[src/rtl/bsqa_pkg.sv]
package bsqa_pkg;

   // field widths
   localparam int SIZE_W  = 14;
   localparam int BYTES_W = 24;
   localparam int SLICE_W = 3;
   localparam int TIME_W  = 64;
   localparam int PRU_W   = 16;
   localparam int SUPPLY_W = 32;

   // number of slices the slice field can name
   localparam int SLICE_SPAN = 1 << SLICE_W;

   // supply quotient width: above this the supply always exceeds size plus mtu
   localparam int SUPPLY_QW = 15;

   // function codes
   localparam logic [1:0] FUNC_ENQUEUE = 2'd0;
   localparam logic [1:0] FUNC_DEQUEUE = 2'd1;
   localparam logic [1:0] FUNC_SUPPLY  = 2'd2;
   localparam logic [1:0] FUNC_UNUSED  = 2'd3;

   // packet types
   localparam logic [1:0] PKT_DATA  = 2'd0;
   localparam logic [1:0] PKT_ACK   = 2'd1;
   localparam logic [1:0] PKT_RELAY = 2'd2;
   localparam logic [1:0] PKT_OTHER = 2'd3;

   // verdict codes
   localparam logic [2:0] VERDICT_ACCEPTED       = 3'd0;
   localparam logic [2:0] VERDICT_DROPPED        = 3'd1;
   localparam logic [2:0] VERDICT_RELAY_ACCEPTED = 3'd2;
   localparam logic [2:0] VERDICT_DEQUEUED       = 3'd3;
   localparam logic [2:0] VERDICT_SUPPLY_UPDATED = 3'd4;

   // operation classes handed from front to back
   localparam logic [2:0] OP_ENQ_RELAY = 3'd0;
   localparam logic [2:0] OP_ENQ       = 3'd1;
   localparam logic [2:0] OP_DEQ_RELAY = 3'd2;
   localparam logic [2:0] OP_DEQ       = 3'd3;
   localparam logic [2:0] OP_SUPPLY    = 3'd4;

   // register indexes
   localparam logic [1:0] CSR_QUEUE_LIMIT        = 2'd0;
   localparam logic [1:0] CSR_FEEDBACK_THRESHOLD = 2'd1;
   localparam logic [1:0] CSR_MTU_BYTES          = 2'd2;

   localparam logic [BYTES_W-1:0] QUEUE_LIMIT_RESET        = 24'd1048576;
   localparam logic [BYTES_W-1:0] FEEDBACK_THRESHOLD_RESET = 24'd60000;
   localparam logic [SIZE_W-1:0]  MTU_BYTES_RESET          = 14'd1500;

   // front to back queue
   localparam int FIFO_DEPTH = 4;
   localparam int FIFO_PTR_W = $clog2(FIFO_DEPTH);
   localparam int FIFO_CNT_W = $clog2(FIFO_DEPTH + 1);

   typedef logic [FIFO_CNT_W-1:0] fifo_count_type;

   typedef struct packed {
      logic [BYTES_W-1:0] queue_limit;
      logic [BYTES_W-1:0] feedback_threshold;
      logic [SIZE_W-1:0]  mtu_bytes;
   } cfg_type;

   typedef struct packed {
      logic [2:0]         op;
      logic [1:0]         pkt_type;
      logic [SIZE_W-1:0]  pkt_size;
      logic [SLICE_W-1:0] pkt_slice;
      logic [SLICE_W-1:0] tx_slice;
      logic               pslice_ok;
      logic               tslice_ok;
      logic               is_last;
      logic               is_first;
      logic               feedback_done;
      logic               inc_request;
      logic [SIZE_W-1:0]  supply_add;
   } item_type;

endpackage

[src/rtl/bsqa_front.sv]
module bsqa_front #(
   parameter int NUM_SLICES  = 8,
   parameter int PS_PER_BYTE = 80
) (
   input  logic                     clock,
   input  logic                     reset,
   input  logic                     req_tvalid,
   output logic                     req_tready,
   input  logic [87:0]              req_tdata,
   input  logic [3:0]               req_tuser,
   input  bsqa_pkg::fifo_count_type queue_count,
   input  logic [13:0]              mtu_bytes,
   output logic                     push,
   output bsqa_pkg::item_type       push_item
);

   localparam int QW = bsqa_pkg::SUPPLY_QW;
   // elapsed time beyond which the supply quotient no longer matters
   localparam logic [63:0] BIG_PS = 64'(PS_PER_BYTE) << QW;
   localparam int XW = $clog2(BIG_PS);
   localparam int LW = $clog2(PS_PER_BYTE);
   localparam int SH = XW + LW;
   localparam int MW = XW + 1;
   localparam int PW = XW + MW;
   localparam logic [63:0] RECIP =
      ((64'd1 << SH) + 64'(PS_PER_BYTE) - 64'd1) / 64'(PS_PER_BYTE);
   localparam int OCC_W = bsqa_pkg::FIFO_CNT_W + 1;

   logic [1:0]  func;
   logic [63:0] timestamp;
   logic        accept;
   logic        load;
   logic [2:0]  op;
   logic [OCC_W-1:0] occupancy;

   logic                s1_v_ff, s1_v_in;
   bsqa_pkg::item_type  s1_item_ff, s1_item_in;
   logic [63:0]         s1_elapsed_ff, s1_elapsed_in;
   logic [63:0]         last_time_ff, last_time_in;

   logic                s2_v_ff;
   bsqa_pkg::item_type  s2_item_ff;
   logic [PW-1:0]       s2_prod_ff, s2_prod_in;
   logic                s2_big_ff, s2_big_in;

   logic [XW-1:0]       mul_a;
   logic [MW-1:0]       mul_b;
   logic [QW-1:0]       supply_q;
   logic [QW-1:0]       supply_diff;
   logic [13:0]         supply_add;

   assign func      = req_tuser[1:0];
   assign timestamp = req_tdata[87:24];

   // credit: everything in flight must find a queue entry
   assign occupancy  = OCC_W'(queue_count) + OCC_W'(s1_v_ff) + OCC_W'(s2_v_ff);
   assign req_tready = occupancy < OCC_W'(bsqa_pkg::FIFO_DEPTH);
   assign accept     = req_tvalid && req_tready;
   // the unused code is swallowed here
   assign load       = accept && (func != bsqa_pkg::FUNC_UNUSED);

   always_comb begin
      unique case (func)
         bsqa_pkg::FUNC_ENQUEUE: begin
            op = (req_tuser[3:2] == bsqa_pkg::PKT_RELAY) ? bsqa_pkg::OP_ENQ_RELAY
                                                          : bsqa_pkg::OP_ENQ;
         end
         bsqa_pkg::FUNC_DEQUEUE: begin
            op = (req_tuser[3:2] == bsqa_pkg::PKT_RELAY) ? bsqa_pkg::OP_DEQ_RELAY
                                                          : bsqa_pkg::OP_DEQ;
         end
         default: begin
            op = bsqa_pkg::OP_SUPPLY;
         end
      endcase
   end

   always_comb begin
      s1_item_in               = '0;
      s1_item_in.op            = op;
      s1_item_in.pkt_type      = req_tuser[3:2];
      s1_item_in.pkt_size      = req_tdata[13:0];
      s1_item_in.pkt_slice     = req_tdata[16:14];
      s1_item_in.tx_slice      = req_tdata[19:17];
      s1_item_in.pslice_ok     = 32'(req_tdata[16:14]) < NUM_SLICES;
      s1_item_in.tslice_ok     = 32'(req_tdata[19:17]) < NUM_SLICES;
      s1_item_in.is_last       = req_tdata[20];
      s1_item_in.is_first      = req_tdata[21];
      s1_item_in.feedback_done = req_tdata[22];
      s1_item_in.inc_request   = req_tdata[23];
   end

   assign s1_v_in       = load;
   assign s1_elapsed_in = timestamp - last_time_ff;
   assign last_time_in  = (load && func == bsqa_pkg::FUNC_SUPPLY) ? timestamp : last_time_ff;

   // floor(elapsed / PS_PER_BYTE) by reciprocal, exact for elapsed below BIG_PS
   assign mul_a      = s1_elapsed_ff[XW-1:0];
   assign mul_b      = RECIP[MW-1:0];
   assign s2_prod_in = PW'(mul_a) * PW'(mul_b);
   assign s2_big_in  = s1_elapsed_ff >= BIG_PS;

   assign supply_q    = s2_prod_ff[SH +: QW];
   assign supply_diff = supply_q - {1'b0, s2_item_ff.pkt_size};

   always_comb begin
      if (s2_big_ff) begin
         supply_add = mtu_bytes;
      end else if (supply_q > {1'b0, s2_item_ff.pkt_size}) begin
         supply_add = (supply_diff > {1'b0, mtu_bytes}) ? mtu_bytes : supply_diff[13:0];
      end else begin
         supply_add = '0;
      end
   end

   always_ff @(posedge clock) begin
      if (reset) begin
         s1_v_ff      <= 1'b0;
         s2_v_ff      <= 1'b0;
         last_time_ff <= '0;
      end else begin
         s1_v_ff      <= s1_v_in;
         s2_v_ff      <= s1_v_ff;
         last_time_ff <= last_time_in;
      end
   end

   always_ff @(posedge clock) begin
      s1_item_ff    <= s1_item_in;
      s1_elapsed_ff <= s1_elapsed_in;
      s2_item_ff    <= s1_item_ff;
      s2_prod_ff    <= s2_prod_in;
      s2_big_ff     <= s2_big_in;
   end

   assign push = s2_v_ff;

   always_comb begin
      push_item            = s2_item_ff;
      push_item.supply_add = supply_add;
   end

endmodule

[src/rtl/bsqa_queue.sv]
module bsqa_queue (
   input  logic                     clock,
   input  logic                     reset,
   input  logic                     push,
   input  bsqa_pkg::item_type       push_item,
   input  logic                     pop,
   output logic                     head_valid,
   output bsqa_pkg::item_type       head_item,
   output bsqa_pkg::fifo_count_type count
);

   bsqa_pkg::item_type mem_ff [bsqa_pkg::FIFO_DEPTH];
   logic [bsqa_pkg::FIFO_PTR_W-1:0] wr_ptr_ff, wr_ptr_in;
   logic [bsqa_pkg::FIFO_PTR_W-1:0] rd_ptr_ff, rd_ptr_in;
   bsqa_pkg::fifo_count_type        count_ff, count_in;

   assign wr_ptr_in = push ? wr_ptr_ff + 1'b1 : wr_ptr_ff;
   assign rd_ptr_in = pop  ? rd_ptr_ff + 1'b1 : rd_ptr_ff;

   always_comb begin
      count_in = count_ff;
      if (push && !pop) begin
         count_in = count_ff + 1'b1;
      end else if (!push && pop) begin
         count_in = count_ff - 1'b1;
      end
   end

   always_ff @(posedge clock) begin
      if (reset) begin
         wr_ptr_ff <= '0;
         rd_ptr_ff <= '0;
         count_ff  <= '0;
      end else begin
         wr_ptr_ff <= wr_ptr_in;
         rd_ptr_ff <= rd_ptr_in;
         count_ff  <= count_in;
      end
   end

   always_ff @(posedge clock) begin
      if (push) begin
         mem_ff[wr_ptr_ff] <= push_item;
      end
   end

   assign head_valid = count_ff != '0;
   assign head_item  = mem_ff[rd_ptr_ff];
   assign count      = count_ff;

   a_no_push_when_full: assert property (@(posedge clock) disable iff (reset)
      push |-> (count_ff < bsqa_pkg::FIFO_CNT_W'(bsqa_pkg::FIFO_DEPTH)))
      else $error("queue written while full");

   a_no_pop_when_empty: assert property (@(posedge clock) disable iff (reset)
      pop |-> (count_ff != '0))
      else $error("queue read while empty");

endmodule

[src/rtl/bsqa_back.sv]
module bsqa_back #(
   parameter int NUM_SLICES = 8
) (
   input  logic               clock,
   input  logic               reset,
   input  bsqa_pkg::cfg_type  cfg,
   input  logic               head_valid,
   input  bsqa_pkg::item_type head_item,
   output logic               pop,
   output logic               rsp_tvalid,
   input  logic               rsp_tready,
   output logic [79:0]        rsp_tdata,
   output logic [2:0]         rsp_tuser
);

   localparam int SLICES_USED = (NUM_SLICES < bsqa_pkg::SLICE_SPAN) ? NUM_SLICES
                                                                    : bsqa_pkg::SLICE_SPAN;
   localparam int SIW = (SLICES_USED > 1) ? $clog2(SLICES_USED) : 1;

   logic [23:0] slice_ff [SLICES_USED];
   logic [SLICES_USED-1:0] nz_ff;
   logic [23:0] total_ff, total_in;
   logic [23:0] relay_ff, relay_in;
   logic [15:0] pru_ff, pru_in;
   logic [31:0] supply_ff, supply_in;
   logic [23:0] peak_ff, peak_in;

   logic        rsp_valid_ff;
   logic [2:0]  rsp_verdict_ff, rsp_verdict_in;
   logic        rsp_efb_ff, rsp_efb_in;
   logic [23:0] rsp_fbytes_ff, rsp_fbytes_in;
   logic        rsp_granted_ff, rsp_granted_in;
   logic        rsp_service_ff, rsp_service_in;

   logic [SIW-1:0] pidx, tidx, addr;
   logic        is_deq, cur_ok, nz_t;
   logic [23:0] cur, size24, take, cur_less, total_take, relay_take;
   logic [24:0] sum_total, relay_sum;
   logic [32:0] supply_sum;
   logic        fits, fb_hit, pru_earn, ack_inc;
   logic        slice_we;
   logic [23:0] slice_wdata;
   logic [SLICES_USED-1:0] slice_nz_now;

   assign pop = head_valid && (!rsp_valid_ff || rsp_tready);

   assign pidx   = SIW'(head_item.pkt_slice);
   assign tidx   = SIW'(head_item.tx_slice);
   assign is_deq = head_item.op == bsqa_pkg::OP_DEQ;
   assign addr   = is_deq ? tidx : pidx;
   assign cur_ok = is_deq ? head_item.tslice_ok : head_item.pslice_ok;
   assign cur    = cur_ok ? slice_ff[addr] : '0;
   assign nz_t   = head_item.tslice_ok && nz_ff[tidx];
   assign size24 = 24'(head_item.pkt_size);

   assign sum_total  = {1'b0, total_ff} + 25'(head_item.pkt_size);
   assign fits       = head_item.pslice_ok && (sum_total <= {1'b0, cfg.queue_limit});
   assign relay_sum  = {1'b0, relay_ff} + 25'(head_item.pkt_size);
   assign take       = (size24 < cur) ? size24 : cur;
   assign cur_less   = cur - take;
   assign total_take = (take < total_ff) ? take : total_ff;
   assign relay_take = (size24 < relay_ff) ? size24 : relay_ff;
   assign supply_sum = {1'b0, supply_ff} + 33'(head_item.supply_add);

   assign fb_hit   = (head_item.pkt_type == bsqa_pkg::PKT_DATA) && !head_item.feedback_done
                     && (total_ff > cfg.feedback_threshold);
   assign pru_earn = (head_item.pkt_type == bsqa_pkg::PKT_DATA) && head_item.is_last
                     && !head_item.is_first;
   assign ack_inc  = (head_item.pkt_type == bsqa_pkg::PKT_ACK) && head_item.inc_request;

   always_comb begin
      total_in       = total_ff;
      relay_in       = relay_ff;
      pru_in         = pru_ff;
      supply_in      = supply_ff;
      peak_in        = peak_ff;
      slice_we       = 1'b0;
      slice_wdata    = cur;
      rsp_verdict_in = bsqa_pkg::VERDICT_ACCEPTED;
      rsp_efb_in     = 1'b0;
      rsp_fbytes_in  = '0;
      rsp_granted_in = 1'b0;
      rsp_service_in = 1'b0;
      unique case (head_item.op)
         bsqa_pkg::OP_ENQ_RELAY: begin
            relay_in       = relay_sum[24] ? 24'hFFFFFF : relay_sum[23:0];
            rsp_verdict_in = bsqa_pkg::VERDICT_RELAY_ACCEPTED;
            rsp_service_in = 1'b1;
         end
         bsqa_pkg::OP_ENQ: begin
            if (!fits) begin
               rsp_verdict_in = bsqa_pkg::VERDICT_DROPPED;
            end else begin
               if (fb_hit) begin
                  rsp_efb_in    = 1'b1;
                  rsp_fbytes_in = total_ff;
               end else if (pru_earn) begin
                  if (pru_ff != 16'hFFFF) begin
                     pru_in = pru_ff + 16'd1;
                  end
               end else if (ack_inc) begin
                  // spend a pru token first, then an mtu of supply
                  if (pru_ff != '0) begin
                     pru_in         = pru_ff - 16'd1;
                     rsp_granted_in = 1'b1;
                  end else if (supply_ff >= 32'(cfg.mtu_bytes)) begin
                     supply_in      = supply_ff - 32'(cfg.mtu_bytes);
                     rsp_granted_in = 1'b1;
                  end
               end
               slice_we    = 1'b1;
               slice_wdata = cur + size24;
               total_in    = sum_total[23:0];
               peak_in     = (sum_total[23:0] > peak_ff) ? sum_total[23:0] : peak_ff;
               // tx slice turns non-empty only if it is the slice being filled
               rsp_service_in = !nz_t && head_item.tslice_ok
                                && (head_item.pkt_slice == head_item.tx_slice)
                                && (head_item.pkt_size != '0);
            end
         end
         bsqa_pkg::OP_DEQ_RELAY: begin
            relay_in       = relay_ff - relay_take;
            rsp_verdict_in = bsqa_pkg::VERDICT_DEQUEUED;
            rsp_service_in = nz_t || (relay_in != '0);
         end
         bsqa_pkg::OP_DEQ: begin
            slice_we       = cur_ok;
            slice_wdata    = cur_less;
            total_in       = total_ff - total_take;
            rsp_verdict_in = bsqa_pkg::VERDICT_DEQUEUED;
            rsp_service_in = (cur_less != '0) || (relay_ff != '0);
         end
         bsqa_pkg::OP_SUPPLY: begin
            supply_in      = supply_sum[32] ? 32'hFFFFFFFF : supply_sum[31:0];
            rsp_verdict_in = bsqa_pkg::VERDICT_SUPPLY_UPDATED;
         end
         default: begin
            rsp_verdict_in = bsqa_pkg::VERDICT_ACCEPTED;
         end
      endcase
   end

   always_ff @(posedge clock) begin
      if (reset) begin
         for (int i = 0; i < SLICES_USED; i++) begin
            slice_ff[i] <= '0;
         end
         nz_ff        <= '0;
         total_ff     <= '0;
         relay_ff     <= '0;
         pru_ff       <= '0;
         supply_ff    <= '0;
         peak_ff      <= '0;
         rsp_valid_ff <= 1'b0;
      end else begin
         if (pop) begin
            if (slice_we) begin
               slice_ff[addr] <= slice_wdata;
               nz_ff[addr]    <= slice_wdata != '0;
            end
            total_ff  <= total_in;
            relay_ff  <= relay_in;
            pru_ff    <= pru_in;
            supply_ff <= supply_in;
            peak_ff   <= peak_in;
         end
         if (pop) begin
            rsp_valid_ff <= 1'b1;
         end else if (rsp_tready) begin
            rsp_valid_ff <= 1'b0;
         end
      end
   end

   always_ff @(posedge clock) begin
      if (pop) begin
         rsp_verdict_ff <= rsp_verdict_in;
         rsp_efb_ff     <= rsp_efb_in;
         rsp_fbytes_ff  <= rsp_fbytes_in;
         rsp_granted_ff <= rsp_granted_in;
         rsp_service_ff <= rsp_service_in;
      end
   end

   // total and peak shown are the values after the beat was applied
   logic [23:0] rsp_total_ff, rsp_peak_ff;
   always_ff @(posedge clock) begin
      if (pop) begin
         rsp_total_ff <= total_in;
         rsp_peak_ff  <= peak_in;
      end
   end

   assign rsp_tvalid = rsp_valid_ff;
   assign rsp_tuser  = rsp_verdict_ff;
   assign rsp_tdata  = {5'd0, rsp_peak_ff, rsp_total_ff, rsp_service_ff,
                        rsp_granted_ff, rsp_fbytes_ff, rsp_efb_ff};

   always_comb begin
      for (int i = 0; i < SLICES_USED; i++) begin
         slice_nz_now[i] = slice_ff[i] != '0;
      end
   end

   a_peak_covers_total: assert property (@(posedge clock) disable iff (reset)
      peak_ff >= total_ff)
      else $error("peak watermark below queued total");

   a_nonempty_bits_track: assert property (@(posedge clock) disable iff (reset)
      slice_nz_now == nz_ff)
      else $error("slice non-empty bits out of step with slice counts");

endmodule

[src/rtl/bolt_switch_queue_admission_top.sv]
// path: front registers s1 and s2, front-to-back queue, back end result register
// throughput: one beat per cycle unless queue credit or rsp_tready holds the flow;
//   every event updates the counters as it is popped in the back end, and the supply
//   quotient comes from a pipelined reciprocal multiply in front
// reset: synchronous, clears all byte counts, tokens, sample time and watermark and
//   loads the register defaults; no clearing pass, the block is ready right after reset
module bolt_switch_queue_admission_top #(
   parameter int NUM_SLICES  = 8,
   parameter int PS_PER_BYTE = 80
) (
   input  logic        clock,
   input  logic        reset,
   // request beats
   input  logic        req_tvalid,
   output logic        req_tready,
   // pkt_size[13:0], pkt_slice[16:14], tx_slice[19:17], is_last[20], is_first[21],
   // feedback_done[22], inc_request[23], timestamp_ps[87:24]
   input  logic [87:0] req_tdata,
   // func[1:0], pkt_type[3:2]
   input  logic [3:0]  req_tuser,
   // result beats
   output logic        rsp_tvalid,
   input  logic        rsp_tready,
   // early_feedback[0], feedback_bytes[24:1], inc_granted[25], service_request[26],
   // total_bytes[50:27], peak_bytes[74:51], zero fill above
   output logic [79:0] rsp_tdata,
   // verdict[2:0]
   output logic [2:0]  rsp_tuser,
   // register writes
   input  logic        csr_we,
   input  logic [1:0]  csr_index,
   input  logic [23:0] csr_wdata
);

   bsqa_pkg::cfg_type        cfg_ff, cfg_in;
   logic                     push;
   bsqa_pkg::item_type       push_item;
   logic                     pop;
   logic                     head_valid;
   bsqa_pkg::item_type       head_item;
   bsqa_pkg::fifo_count_type queue_count;

   // register file; the user must write it only while idle, the block does not enforce it
   always_comb begin
      cfg_in = cfg_ff;
      if (csr_we) begin
         unique case (csr_index)
            bsqa_pkg::CSR_QUEUE_LIMIT:        cfg_in.queue_limit        = csr_wdata;
            bsqa_pkg::CSR_FEEDBACK_THRESHOLD: cfg_in.feedback_threshold = csr_wdata;
            bsqa_pkg::CSR_MTU_BYTES:          cfg_in.mtu_bytes          = csr_wdata[13:0];
            default: begin
               // index beyond the register list is ignored
               cfg_in = cfg_ff;
            end
         endcase
      end
   end

   always_ff @(posedge clock) begin
      if (reset) begin
         cfg_ff.queue_limit        <= bsqa_pkg::QUEUE_LIMIT_RESET;
         cfg_ff.feedback_threshold <= bsqa_pkg::FEEDBACK_THRESHOLD_RESET;
         cfg_ff.mtu_bytes          <= bsqa_pkg::MTU_BYTES_RESET;
      end else begin
         cfg_ff <= cfg_in;
      end
   end

   // front: accept, classify, sample clock bookkeeping and supply quotient
   bsqa_front #(
      .NUM_SLICES  (NUM_SLICES),
      .PS_PER_BYTE (PS_PER_BYTE)
   ) u_front (
      .clock       (clock),
      .reset       (reset),
      .req_tvalid  (req_tvalid),
      .req_tready  (req_tready),
      .req_tdata   (req_tdata),
      .req_tuser   (req_tuser),
      .queue_count (queue_count),
      .mtu_bytes   (cfg_ff.mtu_bytes),
      .push        (push),
      .push_item   (push_item)
   );

   // short queue decouples front from back; front issues on credit
   bsqa_queue u_queue (
      .clock      (clock),
      .reset      (reset),
      .push       (push),
      .push_item  (push_item),
      .pop        (pop),
      .head_valid (head_valid),
      .head_item  (head_item),
      .count      (queue_count)
   );

   // back: counter and token updates in order, result register
   bsqa_back #(
      .NUM_SLICES (NUM_SLICES)
   ) u_back (
      .clock      (clock),
      .reset      (reset),
      .cfg        (cfg_ff),
      .head_valid (head_valid),
      .head_item  (head_item),
      .pop        (pop),
      .rsp_tvalid (rsp_tvalid),
      .rsp_tready (rsp_tready),
      .rsp_tdata  (rsp_tdata),
      .rsp_tuser  (rsp_tuser)
   );

endmodule
[config.mk]
export PLATFORM = sky130hd
export DESIGN_NAME = bolt_switch_queue_admission_top
export DESIGN_NICKNAME = d
export VERILOG_FILES = /design/src/rtl/bsqa_pkg.sv /design/src/rtl/bsqa_front.sv /design/src/rtl/bsqa_queue.sv /design/src/rtl/bsqa_back.sv /design/src/rtl/bolt_switch_queue_admission_top.sv
export SDC_FILE = /design/constraint.sdc
export NUM_CORES = 2
export LEC_CHECK = 0
export BUFFER_PORTS_ARGS = -buffer_cell sky130_fd_sc_hd__buf_2
export CAP_MARGIN = 20
export CORE_ASPECT_RATIO = 1.2
export CORE_MARGIN = 10
export CORE_UTILIZATION = 43
export CTS_BUF_LIST = sky130_fd_sc_hd__clkbuf_4
export DETAILED_ROUTE_END_ITERATION = 16
export PLACE_DENSITY = 0.68
export SYNTH_ARGS = -nofsm -noshare
export SYNTH_HDL_FRONTEND = slang
export SYNTH_SLANG_ARGS = --single-unit
[constraint.sdc]
create_clock -name clock -period 20.3 [get_ports clock]
set_input_delay 4.06 -clock clock [delete_from_list [all_inputs] [get_ports clock]]
set_output_delay 4.06 -clock clock [all_outputs]
set_load 0.02 [all_outputs]
# [After elaboration in Yosys (flattened, before gate mapping)]
# Memory sizes are Yosys's and may differ from the RTL's. A register that Yosys moved wholly into a read port is not among the register bits.
# Index checks and enable logic that the tools add are counted.
# Widths: inputs -> output; s select.
[word_totals] ram_bits=364 regBits=509 memories=2 inputBits=123 word_cells=222
[op_classes] n_mux=64 magnitude_cmp=14 bitwise_logic=4 n_reduce_logical=55 eq_ne=20 mul=1 n_addsub=18
[memory_table] name="u_back.slice_ff" words=8 word_bits=24 read_ports=1 rd_clocked_by_memory_dff=0 wr=8 line_no="bsqa_back.sv:20" source="logic [23:0] slice_ff [SLICES_USED];"
[memory_table] name="u_queue.mem_ff" words=4 word_bits=43 read_ports=1 rd_clocked_by_memory_dff=1 wr=1 line_no="bsqa_queue.sv:12" source="bsqa_pkg::item_type mem_ff [bsqa_pkg::FIFO_DEPTH];"
[op_table] cell="$mux 24" count=11
[op_table] cell="$mux 32" count=7
[op_table] cell="$pmux 24 s2" count=3
[op_table] cell="$reduce_bool 24->1" count=4
[op_table] cell="$sub 24x24->24" count=3
[op_table] cell="$ge 64x22->1 const B" count=1
[op_table] cell="$mux 16" count=4
[op_table] cell="$pmux 32 s2" count=1
[op_table] cell="$sub 64x64->64" count=1
[op_table] cell="$add 24x14->25" count=2
[op_table] cell="$gt 24x24->1" count=2
[op_table] cell="$lt 14x24->1" count=2
[op_table] cell="$mul 22x23->44 const B" count=1
[op_table] cell="$mux 14" count=3
[op_table] cell="$add 32x14->33" count=1
[op_table] cell="$ge 32x14->1" count=1
[op_table] cell="$sub 32x14->32" count=1
[op_table] cell="$gt 15x14->1" count=2
[op_table] cell="$le 25x24->1" count=1
[op_table] cell="$add 24x14->24" count=1
[op_table] cell="$lt 24x24->1" count=1
[op_table] cell="$reduce_or 24->1" count=1
[op_table] cell="$mux 1" count=22
[op_table] cell="$add 16x1->16 const B" count=1
[op_table] cell="46 further kinds" count=99

# [Longest topological paths before layout]
[logic_depth] depth_word=11 ltp_mapped=54

# [By module]
# A second synthesis with hierarchy kept.
[hier_totals] cells_unflattened=5691 area_unflattened_um2=55771.0
[modules_own_cells] mod="bsqa_back" instances=1 cells_per_inst=3300 area_per_inst_um2=29281.8
[modules_own_cells] mod="bsqa_front" instances=1 cells_per_inst=1866 area_per_inst_um2=16950.0
[modules_own_cells] mod="bsqa_queue" instances=1 cells_per_inst=278 area_per_inst_um2=6976.7
[modules_own_cells] mod="bolt_switch_queue_admission_top" instances=1 cells_per_inst=247 area_per_inst_um2=2562.5

# [Worst setup path after synthesis]
# No wires, ideal clock.
[synth_path] kind="flip-flop to flip-flop" from="reg (tool-made name)" to="reg u_back.rsp_total_ff[23] (data pin)" setup_slack_ns=9.206 path_buffers=8 path_stages_with_launch=51 synth_period_minus_slack_ns=11.094 arrival_ns=10.830 required_ns=20.036 cell_sequence="dfxtp_1 -> buf_6 -> mux4_2 -> and3b_1 -> clkbuf_1 -> o21ai_2 -> clkbuf_1 -> buf_2 -> buf_1 -> nand2_1 -> nand3_1 -> nand3_1 -> a221oi_1 -> ha_1 -> o21bai_1 -> a21oi_1 -> o311ai_0 -> nand3_1 -> [... 15 more ...] -> a21oi_1 -> o21a_1 -> nand2_1 -> clkbuf_1 -> mux2i_1 -> ha_1 -> or3_1 -> o311ai_0 -> a21oi_1 -> a41o_1 -> o41ai_1 -> o21ai_0 -> nor3_1 -> o21bai_1 -> a21oi_1 -> nand3_1 -> a211oi_1 -> nor2_1"
[synth_rtl] item="end signal: assignment" line_no="bsqa_back.sv:189" source="rsp_total_ff <= total_in;"
[synth_rtl] item="end: declaration" line_no="bsqa_back.sv:186" source="logic [23:0] rsp_total_ff, rsp_peak_ff;"

==> impl_metrics.tcl <==
set metrics [dict create \
    status "completed" \
    root_buffer "clkbuf_4" \
    wl_um 158000 \
    r2r_slack_ps 6660 \
    layout_setup_ws_ps 6660 \
    postRouteAntennaNets 0 \
    critical-path-max-stage-delay_ps 890 \
    postCtsSetupBuffers 0 \
    cts_resized 0 \
    netlist_area_um2 53500 \
    period_needed_ps 13640 \
    clkLatencyLatePin_ps 1200 \
    dr.pass1.iters 7 \
    synth_edf_count 442 \
    antenna_found_initial 19 \
    hp-start "u_front.s1_item_ff[31]$_DFF_P_" \
    crit_family "compound AO/OA/AOI/OAI gates" \
    slowest_stage "mux2_2" \
    die_x_um 342 \
    grt_start_max_net_pins 87 \
    relSlewSlack_pct 15.4 \
    drc 0 \
    fin_crit_sh_pct 67.2 \
    grt_overflow 0 \
    portBuffers 202 \
    setup_viol 0 \
    grt_pass1_vias 42100 \
    holdWs_ps 281 \
    via_count 43000 \
    rows 141 \
    worstSetupPathType "reg -> reg" \
    ys_async_sr_fraction_pct 0 \
    start_util_pct 43.4 \
    grt_usage_pct 22.0 \
    synth_commonest_cells "560 x nand2_1, 538 x ha_1, 533 x inv_1" \
    setup_tns_ps 0 \
    cts_hold_buf 0 \
    layout.nets 6618 \
    fmax_mhz 73.3 \
    yosys-top-cells-area "edfxtp_1 25%, dfxtp_1 15%, ha_1 13%" \
    hold_path.class "reg -> reg" \
    drive_gt1_share_pct 13.1 \
    hold_violations 0 \
    clk_path_buf_depth 3 \
    ys_ff_latch 846 \
    worstMarginPinSlew_ps 1270 \
    first_iter_violations 3442 \
    min_to "u_front.push_item[31]$_DFF_P_" \
    die_area_um2 139000 \
    reg2reg_to "u_back.rsp_total_ff[23]$_DFFE_PP_" \
    area_growth_pct 11.0 \
    design_area_um2 59500 \
    syn-mean-instance-area_um2 9.74 \
    endpoint_kind "flop" \
    coreArea_um2 123000 \
    worstPathRequired_ps 21170 \
    clock-sinks 846 \
    synth_cells 5499 \
    dp_worst_setup_slack_ps 6860 \
    htreeDepth 4 \
    worst-path-max-fanout 45 \
    yosysTopAreaCell "edfxtp_1" \
    dp_hpwl_um 117000 \
    postPlaceCellArea_um2 56500 \
    yosysTopAreaCellShare_pct 24.8 \
    cts_tree "yes" \
    path_buf_inv 3 \
    arrival_ps 14510 \
    yosysWarnings 0 \
    reg2reg_depth 43 \
    clk_pin_slew_ps 60 \
    ios 208 \
    die_y_um 407 \
    hold_depth 0 \
    synth-main-ff-cell "edfxtp_1" \
    synth_most_common_cell "nand2_1" \
    synthDistinctLibCells 92 \
    critical_path.most_common_cell "a21oi_1" \
    finalClockSkew_ps 127 \
    gp_congestion 0.940 \
    numCtsBuffers 225 \
    drv_slew 0 \
    drv_cap 0 \
    vias_per_cell 5.63 \
    start_kind "flop" \
    seq_area_frac_synth_pct 39.9 \
    grt_pass1_wl_um 241000 \
    rsz0062_at_grt "no" \
    wl_per_cell_um 20.6 \
]
[logic make-up (layout without fill, tap and decap cells)]
| family | count (synthesis) | count (layout) | share of synthesized area (%) |
|---|---|---|---|
| simple gates | 1578 | 1578 | 13.6 |
| compound gates | 1262 | 1262 | 15.3 |
| flops | 846 | 846 | 39.9 |
| buf+inv | 754 | 1232 | 5.39 |
| fa+ha+maj | 692 | 692 | 18.3 |
| xor+xnor | 217 | 217 | 3.58 |
| mux | 149 | 149 | 3.93 |
| other cells | 1 | 18 | 0.00700 |
[per-stage QoR]
step	cells	util [%]
global route	7637	48.1
finish	7638	48.1
detailed placement	7215	45.7
CTS	7630	48.1
global placement	7214	45.7
floorplan	5513	-
[cells in the final DEF, fill, tap and decap left out, types with 24 or more instances in the layout]
cell type and n:
o221ai_1 31, nor2_1 445, buf_4 75, nand4_1 63, mux2i_1 58, o211ai_1 37
nor3_1 104, nand3_1 78, buf_2 201, fa_1 154, o22ai_1 34, o21a_1 60
o21ai_0 187, or3_1 28, nor4_1 48, ha_1 538, a21o_1 106, a31oi_1 31
and3_1 24, inv_1 531, xor2_1 73, a21oi_1 430, mux4_2 43, clkbuf_4 314
mux2_2 45, nand2b_1 47, nor2b_1 69, nand2_1 560, dfxtp_1 402, xnor2_1 143
o21bai_1 35, clkinv_1 63, a211oi_1 53, edfxtp_1 442
[how the worst max path moves through the flow]
stage                                             end  slack (ps)  cells past startpoint
global route        u_back.rsp_total_ff[23]$_DFFE_PP_        5870                     43
finish              u_back.rsp_total_ff[23]$_DFFE_PP_        6660                     43
global placement    u_back.rsp_total_ff[23]$_DFFE_PP_        7050                     43
floorplan           u_back.rsp_total_ff[23]$_DFFE_PP_        9210                     50
detailed placement  u_back.rsp_total_ff[23]$_DFFE_PP_        6860                     39
CTS                 u_back.rsp_total_ff[23]$_DFFE_PP_        6820                     39
[registers in the layout, indices dropped and copies added (netlist names), 8 cells and up, named ones only]
name	count
u_front.s1_elapsed_ff	64
u_back.pru_ff	16
u_front.push_item	29
u_queue.mem_ff	172
u_back.relay_ff	24
u_front.s1_item_ff	29
u_back.rsp_fbytes_ff	24
u_front.last_time_ff	64
u_front.s2_prod_ff	15
u_back.rsp_peak_ff	24
u_back.rsp_total_ff	24
u_back.slice_ff	192
cfg_ff	62
u_back.peak_ff	24
u_back.total_ff	24
u_back.supply_ff	32
u_back.nz_ff	8
[per-layer routing]
layer	global-route usage, %	vias up	part of all wire, %
met5	0	-	0.10
met4	10.1	26	4.7
met3	4.72	421	7.2
met2	37.4	1600	48
met1	26.6	20600	40
li1	-	20300	-
[final cells by class]
| type | count | area (um2) |
|---|---|---|
| diodes | 3 | 7.51 |
| fillers | 11700 | 64000 |
| multi-input cells | 3913 | 29400 |
| clock buffers | 313 | 2350 |
| well taps | 1644 | 2060 |
| clock inverters | 102 | 582 |
| repair buffers | 282 | 1660 |
| flip-flops and latches | 846 | 21400 |
| inverters | 535 | 2010 |
Power is not shown: default switching activity piles up to over one toggle a cycle in this logic, so the estimate is an artifact.
